**src/hw/rtl/nbr_pkg.sv**
```systemverilog
package nbr_pkg;

  // item kinds on the input channel
  typedef enum logic {
    OP_LOAD     = 1'b0,
    OP_CLASSIFY = 1'b1
  } opcode_t;

  localparam int SLOT_W   = 3;
  localparam int INDEX_W  = 3;
  localparam int DIST_W   = 26;
  localparam int ACTIVE_W = 4;
  localparam int AXES     = 3;
  localparam int COORDS   = 6;

  // control into the root unit
  typedef struct packed {
    logic start;
  } sqrt_ctrl_t;

  // status back from the root unit
  typedef struct packed {
    logic busy;
    logic done;
  } sqrt_stat_t;

endpackage

```
**src/hw/rtl/nbr_sqrt.sv**
```systemverilog
module nbr_sqrt #(
  parameter int RAD_W = 52
) (
  input  logic                  clk,
  input  logic                  rst_n,
  input  nbr_pkg::sqrt_ctrl_t   ctrl,
  input  logic [RAD_W-1:0]      radicand,
  output nbr_pkg::sqrt_stat_t   stat,
  output logic [RAD_W/2-1:0]    root
);
  import nbr_pkg::*;

  localparam int ROOT_W = RAD_W / 2;
  localparam int REM_W  = ROOT_W + 3;
  localparam int CNT_W  = $clog2(ROOT_W + 1);

  logic [RAD_W-1:0]  rad_r;
  logic [REM_W-1:0]  rem_r;
  logic [ROOT_W-1:0] root_r;
  logic [CNT_W-1:0]  cnt_r;
  logic              busy_r;
  logic              done_r;
  logic [REM_W-1:0]  trial;

  // trial subtract of one root digit, two radicand bits a step
  assign trial = {rem_r[REM_W-3:0], rad_r[RAD_W-1 -: 2]} - {1'b0, root_r, 2'b01};

  // digit recurrence, one root bit per cycle
  always_ff @(posedge clk) begin
    if (!rst_n) begin
      busy_r <= 1'b0;
      done_r <= 1'b0;
      cnt_r  <= '0;
    end else begin
      done_r <= 1'b0;
      if (ctrl.start && !busy_r) begin
        rad_r  <= radicand;
        rem_r  <= '0;
        root_r <= '0;
        cnt_r  <= CNT_W'(ROOT_W);
        busy_r <= 1'b1;
      end else if (busy_r) begin
        rad_r <= rad_r << 2;
        if (!trial[REM_W-1]) begin
          rem_r  <= trial;
          root_r <= {root_r[ROOT_W-2:0], 1'b1};
        end else begin
          rem_r  <= {rem_r[REM_W-3:0], rad_r[RAD_W-1 -: 2]};
          root_r <= {root_r[ROOT_W-2:0], 1'b0};
        end
        cnt_r <= cnt_r - 1'b1;
        if (cnt_r == CNT_W'(1)) begin
          busy_r <= 1'b0;
          done_r <= 1'b1;
        end
      end
    end
  end

  assign stat.busy = busy_r;
  assign stat.done = done_r;
  assign root      = root_r;

  // done is a single pulse at the end of a run
  a_done_after_busy: assert property (@(posedge clk) disable iff (!rst_n)
    done_r |-> $past(busy_r)) else $error("root done without a run");
  a_done_pulse: assert property (@(posedge clk) disable iff (!rst_n)
    done_r |=> !done_r) else $error("root done held");
  a_start_idle: assert property (@(posedge clk) disable iff (!rst_n)
    (ctrl.start && !busy_r) |=> (busy_r && cnt_r == CNT_W'(ROOT_W)))
    else $error("root run did not start");

endmodule

```
**src/hw/rtl/nearest_box_representative.sv**
```systemverilog
// channel | direction | handshake              | payload
// in      | input     | in_valid / in_stall    | opcode, slot, min and max corners
// out     | output    | out_valid / out_stall  | nearest_index, nearest_distance
// cfg     | input     | cfg_we                 | active_clusters
//
// a load item is written to its slot when taken; a classify item walks the K active slots, two corners each;
// K is the active slot count, and the root width is 26 at 24-bit coordinates
// the shared root unit gives one bit per cycle; one multiplier serves all axes
// reset is synchronous, active low; the slot memory is not cleared
// no new item is taken until the result of a classify item has been taken on out
module nearest_box_representative #(
  parameter int MAX_CLUSTERS = 8,
  parameter int COORD_BITS   = 24
) (
  input  logic                              clk,
  input  logic                              rst_n,
  input  logic                              cfg_we,
  input  logic [nbr_pkg::ACTIVE_W-1:0]      cfg_active_clusters,
  input  logic                              in_valid,
  output logic                              in_stall,
  input  logic                              in_opcode,
  input  logic [nbr_pkg::SLOT_W-1:0]        in_slot,
  input  logic signed [COORD_BITS-1:0]      in_min_x,
  input  logic signed [COORD_BITS-1:0]      in_min_y,
  input  logic signed [COORD_BITS-1:0]      in_min_z,
  input  logic signed [COORD_BITS-1:0]      in_max_x,
  input  logic signed [COORD_BITS-1:0]      in_max_y,
  input  logic signed [COORD_BITS-1:0]      in_max_z,
  output logic                              out_valid,
  input  logic                              out_stall,
  output logic [nbr_pkg::INDEX_W-1:0]       out_nearest_index,
  output logic [nbr_pkg::DIST_W-1:0]        out_nearest_distance
);
  import nbr_pkg::*;

  localparam int C      = COORD_BITS;
  localparam int MAG_W  = C + 1;
  localparam int SQ_W   = 2 * C + 2;
  localparam int ACC_W  = 2 * C + 4;
  localparam int RAD_W  = (ACC_W > 64) ? 64 : ACC_W;
  localparam int ROOT_W = RAD_W / 2;
  localparam int DSUM_W = ROOT_W + 1;
  localparam int CMP_W  = (DSUM_W > DIST_W) ? DSUM_W : DIST_W;
  localparam int IDX_W  = $clog2(MAX_CLUSTERS);
  localparam int CNT_W  = $clog2(MAX_CLUSTERS + 1);
  localparam int KW     = (CNT_W > ACTIVE_W) ? CNT_W : ACTIVE_W;
  localparam int SXW    = ((IDX_W > SLOT_W) ? IDX_W : SLOT_W) + 1;
  localparam int OXW    = (IDX_W > INDEX_W) ? IDX_W : INDEX_W;
  localparam int ENT_W  = COORDS * C;

  typedef enum logic [2:0] {
    S_IDLE, S_READ, S_DIFF, S_MUL, S_ACC, S_SQST, S_ROOT, S_OUT
  } state_t;

  state_t               state_r;
  logic [ACTIVE_W-1:0]  active_r;
  logic [CNT_W-1:0]     kmax_r;
  logic [CNT_W-1:0]     cnt_r;
  logic [1:0]           axis_r;
  logic                 corner_r;
  logic signed [C-1:0]  box_r [COORDS];
  logic [MAG_W-1:0]     mag_r;
  logic [SQ_W-1:0]      prod_r;
  logic [ACC_W-1:0]     acc_r;
  logic [ROOT_W-1:0]    root0_r;
  logic [DSUM_W-1:0]    best_r;
  logic [IDX_W-1:0]     best_idx_r;
  logic                 out_valid_r;
  logic [DIST_W-1:0]    out_dist_r;
  logic [INDEX_W-1:0]   out_idx_r;

  logic [ENT_W-1:0]     mem [MAX_CLUSTERS];
  logic [ENT_W-1:0]     rd_r;

  logic                 accept;
  logic [SXW-1:0]       slot_ext;
  logic [KW-1:0]        act_ext;
  logic [CNT_W-1:0]     kmax_nxt;
  logic [2:0]           coord_sel;
  logic signed [C-1:0]  box_c;
  logic signed [C-1:0]  rep_c;
  logic signed [MAG_W-1:0] diff;
  logic [MAG_W-1:0]     mag_nxt;
  logic [RAD_W-1:0]     radicand;
  logic [ROOT_W-1:0]    root;
  logic [DSUM_W-1:0]    dsum;
  logic [CMP_W-1:0]     dsum_ext;
  logic [OXW-1:0]       idx_ext;
  sqrt_ctrl_t           sq_ctrl;
  sqrt_stat_t           sq_stat;

  assign accept   = in_valid && !in_stall;
  assign in_stall = (state_r != S_IDLE);
  assign slot_ext = SXW'(in_slot);
  assign act_ext  = KW'(active_r);

  // clamp the active slot count to one .. MAX_CLUSTERS
  always_comb begin
    if (act_ext == '0) begin
      kmax_nxt = CNT_W'(1);
    end else if (act_ext > KW'(MAX_CLUSTERS)) begin
      kmax_nxt = CNT_W'(MAX_CLUSTERS);
    end else begin
      kmax_nxt = CNT_W'(act_ext);
    end
  end

  // coordinate pair for the current corner and axis
  assign coord_sel = corner_r ? 3'(AXES) + 3'(axis_r) : 3'(axis_r);
  assign box_c     = box_r[coord_sel];
  assign rep_c     = rd_r[coord_sel * C +: C];
  assign diff      = $signed({box_c[C-1], box_c}) - $signed({rep_c[C-1], rep_c});
  assign mag_nxt   = diff[MAG_W-1] ? MAG_W'(-diff) : MAG_W'(diff);

  // squared length saturates where it cannot fit the root unit
  generate
    if (ACC_W > RAD_W) begin : g_sat
      assign radicand = (|acc_r[ACC_W-1:RAD_W]) ? '1 : acc_r[RAD_W-1:0];
    end else begin : g_nosat
      assign radicand = acc_r[RAD_W-1:0];
    end
  endgenerate

  assign sq_ctrl.start = (state_r == S_SQST);

  nbr_sqrt #(
    .RAD_W (RAD_W)
  ) u_sqrt (
    .clk      (clk),
    .rst_n    (rst_n),
    .ctrl     (sq_ctrl),
    .radicand (radicand),
    .stat     (sq_stat),
    .root     (root)
  );

  assign dsum     = DSUM_W'(root0_r) + DSUM_W'(root);
  assign dsum_ext = CMP_W'(best_r);
  assign idx_ext  = OXW'(best_idx_r);

  // representative store, one write port and one registered read
  always_ff @(posedge clk) begin
    if (accept && in_opcode == OP_LOAD && slot_ext < SXW'(MAX_CLUSTERS)) begin
      mem[slot_ext[IDX_W-1:0]] <= {in_max_z, in_max_y, in_max_x, in_min_z, in_min_y, in_min_x};
    end
    rd_r <= mem[cnt_r[IDX_W-1:0]];
  end

  // sequencer: slots one after another, two corners each, three axes each
  always_ff @(posedge clk) begin
    if (!rst_n) begin
      state_r     <= S_IDLE;
      active_r    <= ACTIVE_W'(8);
      kmax_r      <= CNT_W'(1);
      cnt_r       <= '0;
      axis_r      <= '0;
      corner_r    <= 1'b0;
      out_valid_r <= 1'b0;
    end else begin
      if (cfg_we) begin
        active_r <= cfg_active_clusters;
      end
      case (state_r)
        S_IDLE: begin
          if (accept && in_opcode == OP_CLASSIFY) begin
            box_r[0] <= in_min_x;
            box_r[1] <= in_min_y;
            box_r[2] <= in_min_z;
            box_r[3] <= in_max_x;
            box_r[4] <= in_max_y;
            box_r[5] <= in_max_z;
            kmax_r   <= kmax_nxt;
            cnt_r    <= '0;
            state_r  <= S_READ;
          end
        end
        S_READ: begin
          axis_r   <= '0;
          corner_r <= 1'b0;
          acc_r    <= '0;
          state_r  <= S_DIFF;
        end
        S_DIFF: begin
          mag_r   <= mag_nxt;
          state_r <= S_MUL;
        end
        S_MUL: begin
          prod_r  <= mag_r * mag_r;
          state_r <= S_ACC;
        end
        S_ACC: begin
          acc_r <= acc_r + ACC_W'(prod_r);
          if (axis_r == 2'(AXES - 1)) begin
            state_r <= S_SQST;
          end else begin
            axis_r  <= axis_r + 1'b1;
            state_r <= S_DIFF;
          end
        end
        S_SQST: begin
          state_r <= S_ROOT;
        end
        S_ROOT: begin
          if (sq_stat.done) begin
            if (!corner_r) begin
              // min corner done, go on with the max corner
              root0_r  <= root;
              corner_r <= 1'b1;
              axis_r   <= '0;
              acc_r    <= '0;
              state_r  <= S_DIFF;
            end else begin
              // strict compare keeps the lowest index on ties
              if (cnt_r == '0 || dsum < best_r) begin
                best_r     <= dsum;
                best_idx_r <= cnt_r[IDX_W-1:0];
              end
              cnt_r <= cnt_r + 1'b1;
              if (cnt_r == kmax_r - 1'b1) begin
                state_r <= S_OUT;
              end else begin
                state_r <= S_READ;
              end
            end
          end
        end
        S_OUT: begin
          if (!out_valid_r) begin
            out_valid_r <= 1'b1;
            out_idx_r   <= idx_ext[INDEX_W-1:0];
            out_dist_r  <= (dsum_ext > CMP_W'({DIST_W{1'b1}})) ?
                           {DIST_W{1'b1}} : dsum_ext[DIST_W-1:0];
          end else if (!out_stall) begin
            out_valid_r <= 1'b0;
            state_r     <= S_IDLE;
          end
        end
        default: begin
          state_r <= S_IDLE;
        end
      endcase
    end
  end

  assign out_valid            = out_valid_r;
  assign out_nearest_index    = out_idx_r;
  assign out_nearest_distance = out_dist_r;

  // no new item while a result waits
  a_busy_out: assert property (@(posedge clk) disable iff (!rst_n)
    out_valid |-> in_stall) else $error("item taken while result pending");
  a_slot_range: assert property (@(posedge clk) disable iff (!rst_n)
    (state_r == S_READ) |-> (cnt_r < kmax_r)) else $error("slot walk overran");
  a_kmax_range: assert property (@(posedge clk) disable iff (!rst_n)
    (kmax_r >= CNT_W'(1)) && (kmax_r <= CNT_W'(MAX_CLUSTERS)))
    else $error("active count out of range");
  a_root_state: assert property (@(posedge clk) disable iff (!rst_n)
    sq_stat.done |-> (state_r == S_ROOT)) else $error("root result not awaited");

endmodule

```
**config.mk**
```make
export PLATFORM = sky130hd
export DESIGN_NAME = nearest_box_representative
export DESIGN_NICKNAME = d
export VERILOG_FILES = /design/src/hw/rtl/nbr_pkg.sv /design/src/hw/rtl/nbr_sqrt.sv /design/src/hw/rtl/nearest_box_representative.sv
export SDC_FILE = /design/constraint.sdc
export NUM_CORES = 2
export LEC_CHECK = 0
export BUFFER_PORTS_ARGS = -buffer_cell sky130_fd_sc_hd__buf_2
export CAP_MARGIN = 20
export CELL_PAD_IN_SITES_DETAIL_PLACEMENT = 0
export CELL_PAD_IN_SITES_GLOBAL_PLACEMENT = 1
export CORE_ASPECT_RATIO = 1.2
export CORE_MARGIN = 3
export CORE_UTILIZATION = 23
export DETAILED_ROUTE_END_ITERATION = 10
export PLACE_DENSITY_LB_ADDON = 0.12
export SYNTH_ARGS = -nofsm -noshare
export SYNTH_HDL_FRONTEND = slang
export SYNTH_HIERARCHICAL = 1
export SYNTH_SLANG_ARGS = --single-unit
```
**constraint.sdc**
```tcl
create_clock -name clk -period 32 [get_ports clk]
set_input_delay 6.4 -clock clk [delete_from_list [all_inputs] [get_ports clk]]
set_output_delay 6.4 -clock clk [all_outputs]
set_load 0.01 [all_outputs]
```
# Word level (Yosys, flattened, before mapping)
# Memories as Yosys holds them, arrays and structs flattened. A register that Yosys moved wholly into a read port is not among the register bits.
# Cells that the tools add are included.
# word_totals
reg_bits	343
ram_bits	1296
input_bits	157
out_inout_bits	31
elab_cells	139
mem_count	2
# mem_list
memory	words	width	rd	rd_clocked_by_memory_dff	wr	line_no	source
mem	8	144	1	1	1	nearest_box_representative.sv:72	logic [ENT_W-1:0] mem [MAX_CLUSTERS];
box_r	6	24	1	0	6	nearest_box_representative.sv:61	logic signed [C-1:0] box_r [COORDS];
# classes
addsub	10
multipliers	2
order_cmp	4
n_eq_ne	17
n_shift	1
n_mux	45
n_bitwise	5
n_reduce_logical	30
# ops
operator	count
$mux W52	4
$pmux W52 S3	1
$shiftx A144 B9 Y24	1
$mux W27	2
$add A52 B50 Y52	1
$mul A25 B25 Y50	1
$sub A29 B28 Y29	1
$add A26 B26 Y27	1
$gt A27 B26 Y1 const B	1
$lt A27 B27 Y1	1
$mux W26	1
$neg A25 Y25	1
$sub A24 B24 Y25	1
$mux W24	1
$mux W3	8
$pmux W3 S8	1
$mux W4	5
$reduce_and A4 Y1	5
$mux W1	14
$eq A3 B3 Y1 const B	4
$ne A2 B2 Y1 const B	6
$mux W5	2
$reduce_and A2 Y1	5
$logic_not A4 Y1	2
29 further kinds	44

# Longest topological paths before layout
# logic_depth
depth_word	8
ltp_mapped	28
depth_no_buf	27

# Cells and area by module
# The synthesis kept the hierarchy.
# modules_own_cells
module	n_inst	cells_per_inst	area_per_inst_um2
nearest_box_representative	1	5534	84522.3
nbr_sqrt	1	640	6213.5

# Worst setup path after synthesis
# OpenSTA, ideal clock, no wires.
# synth_path
path_kind	input -> register
start	in in_slot[0] (netlist bit)
end	mem mem[0][0] (netlist bit) (enable)
arrival_time_ns	16.549
required_ns	31.174
slack_ns	14.626
stages	2
n_path_buf	0
cell_sequence	or3_1 -> nor3_1
# synth_via
elab_chain_len	4
# synth_lines
element	line_no	source
from (decl)	nearest_box_representative.sv:22	input logic [nbr_pkg::SLOT_W-1:0] in_slot,
$lt A3 B4 Y1	nearest_box_representative.sv:143	if (accept && in_opcode == OP_LOAD && slot_ext < SXW'(MAX_CLUSTERS)) begin
$logic_and A1 B1 Y1	nearest_box_representative.sv:143	
$mux W1	nearest_box_representative.sv:143	
$mux W1 (not written as such)	nearest_box_representative.sv:144	mem[slot_ext[IDX_W-1:0]] <= {in_max_z, in_max_y, in_max_x, in_min_z, in_min_y, in_min_x};
to (decl)	nearest_box_representative.sv:72	
# Several ways; a longest one is shown, not always the timed one.

# Worst setup path in the final report
# layout_path
start	in in_valid
end	mem mem[4][78] (netlist bit) (enable)
# layout_via
elab_chain_len	5
# layout_lines
element	line_no	source
from (decl)	nearest_box_representative.sv:19	input logic in_valid,
$logic_and A1 B1 Y1	nearest_box_representative.sv:92	assign accept = in_valid && !in_stall;
$logic_and A1 B1 Y1 (2 in a row)	nearest_box_representative.sv:143	
$mux W1	nearest_box_representative.sv:143	
$mux W1 (not written as such)	nearest_box_representative.sv:144	
# Every way passes these cells.

==> results.yml <==
run_status:
  outcome: "completed"
worst_setup_path:
  worst_setup_path_end_kind: "register"
  cp.required_ns: 32.45
  cp_max_fo: 51
  cp_slowest_cell: "buf_4"
  path_buf_inv: 4
  reg2reg_depth: 25
  arrival_ns: 10.02
  critPathMaxStageDelay_ns: 0.84
  worstSetupPathType: "input port to register"
  cp_cell_sequence: "buf_2, nand2_1, or3_1, nor2_4, buf_4, buf_4, buf_4"
  path_depth: 7
  path_delay_family: "buffers and inverters"
  start_kind: "input port"
  cp_common_cell: "buf_4"
floorplan:
  start_util_pct: 23.1
  die_x_um: 579
  die_y_um: 694
  die_area_sq_um: 402000
  core_sq_um: 393000
  placementRows: 252
  pin_count: 188
timing:
  slew_headroom_pct: 26.8
  period_share_pct: 29.9
  max_freq_mhz: 104
  hold_violations: 0
  rsz0062_at_grt: "no"
  tns_ns: 0
  setup_viol: 0
  fin_worst_skew_ns: 0.0637
  min_period_ns: 9.57
  drv_slew: 0
  tightest_slew_ns: 1.10
hold_path:
  hp-class: "register to register"
  min_path_cells: 0
placed_design:
  place_hpwl_mm: 178
  io_buffers: 187
  gp_congestion: 0.748
layout:
  layout-drive-gt1-share_pct: 17.5
  final_common_cell: "edfxtp_1"
  mostFrequentLayoutCells: "edfxtp_1 (1612), inv_1 (777), nand2_1 (492)"
  fin_nets: 7400
  fill_cells: 40100
  area_delta_synth_final_pct: 15.8
logic_synthesis:
  synthCells: 6173
  synth_nets: 7147
  synth_area_sq_um: 90700
  yosysWarnings: 6
  syn_avg_cell_area_sq_um: 14.7
global_route:
  antenna_found_initial: 83
  grt_pass1_wl_mm: 386
  grt_max_degree: 103
  track_usage_pct: 13.0
  grt_overflow: 0
  grt_pass1_vias: 55200
cts:
  path_clk_slew_ns: 0.06
  clock_latency_ns: 0.88
  cts_resized: 0
  ctsHoldBuffers: 0
  cts_buffers: 212
  cts_tree: "built"
  cts_setup_buffers: 0
  clockBufferDepth: 4
  clockRootBuffer: "clkbuf_16"
  clock_sinks: 1782
  cts_htree_levels: 4
detailed_routing:
  vias: 49800
  drt-pass1-iter-count: 5
  wire_per_inst_um: 22.3
  drc: 0
  postRouteAntennaNets: 0
  routed_wl_mm: 264
  vias_per_cell: 4.21
  first_iter_violations: 2610
job:
  cap_viol_max_count: 0
[state kept, by name, indices dropped and copies added, names as in the netlist, 2 cells and up]
signal	flops
cnt_r	4
mag_r	25
u_sqrt/rad_r	52
root0_r	26
acc_r	52
best_r	27
u_sqrt/root	26
u_sqrt/cnt_r	5
best_idx_r	3
out_nearest_index	3
u_sqrt/rem_r	27
prod_r	49
state_r	3
mem	1152
rd_r	144
box_r	144
kmax_r	4
out_nearest_distance	26
axis_r	2
act_ext	4
[cell type report]
class | instances | area [sq um] | share of cell area [%]
Clock buffer | 288 | 5860 | 5.58
Clock inverter | 108 | 1020 | 0.970
Tap cell | 5207 | 6520 | 6.20
Multi-Input combinational cell | 3377 | 35200 | 33.5
Antenna cell | 7 | 17.5 | 0.0167
Timing Repair Buffer | 275 | 1660 | 1.58
Sequential cell | 1782 | 51800 | 49.3
Inverter | 778 | 2920 | 2.78
[through the flow]
stage	util [%]	instances	setup slack, ns	hold slack, ns	area, sq um
after floorplan	-	6173	14.63	0.400	90700
after global placement	25.0	11400	20.88	0.409	98100
after detailed placement	25.0	11400	20.90	0.405	98100
after CTS	26.7	11800	21.85	0.419	105000
after global routing	26.8	11800	22.32	0.432	105000
final	26.8	11800	22.43	0.418	105000
[layer usage]
| layer | vias up | wire, um | global-route usage [%] |
|---|---|---|---|
| li1 | 22800 | - | - |
| met1 | 25800 | 113000 | 16.2 |
| met2 | 748 | 136000 | 23.7 |
| met3 | 384 | 9520 | 2.04 |
| met4 | 44 | 5450 | 2.54 |
| met5 | - | 289 | 0 |
[worst paths after layout]
path / slack (ns) / end / startpoint
worst max-delay path: 22.43 / mem[4][78]$_DFFE_PP_ / in_valid
worst min-delay path: 0.42 / out_nearest_index[2]$_DFFE_PP_ / best_idx_r[2]$_DFFE_PP_
worst max register to register: 23.51 / prod_r[49]$_DFFE_PP_ / mag_r[11]$_DFFE_PP_
worst min register to register: 0.42 / out_nearest_index[2]$_DFFE_PP_ / best_idx_r[2]$_DFFE_PP_
[worst reg2reg max path: stages, from the launching register on]
cell       delay, ns
edfxtp_1        0.32
buf_4           0.40
inv_1           0.37
nor2_1          0.26
fa_1            0.48
fa_1            0.53
inv_1           0.05
fa_1            0.46
fa_1            0.52
inv_1           0.05
fa_1            0.49
fa_1            0.49
inv_1           0.05
fa_1            0.47
inv_1           0.04
ha_1            0.42
nand2_1         0.10
and3_1          0.22
o2bb2ai_1       0.16
a2111oi_0       0.55
a2111oi_2       0.22
o21ai_1         0.50
a31oi_2         0.26
o41ai_1         0.60
o41ai_1         0.14
xnor2_1         0.14
Power is left out: the tool's default activity adds up to more than one toggle a clock period on the data nets, which glitch-free logic cannot reach.
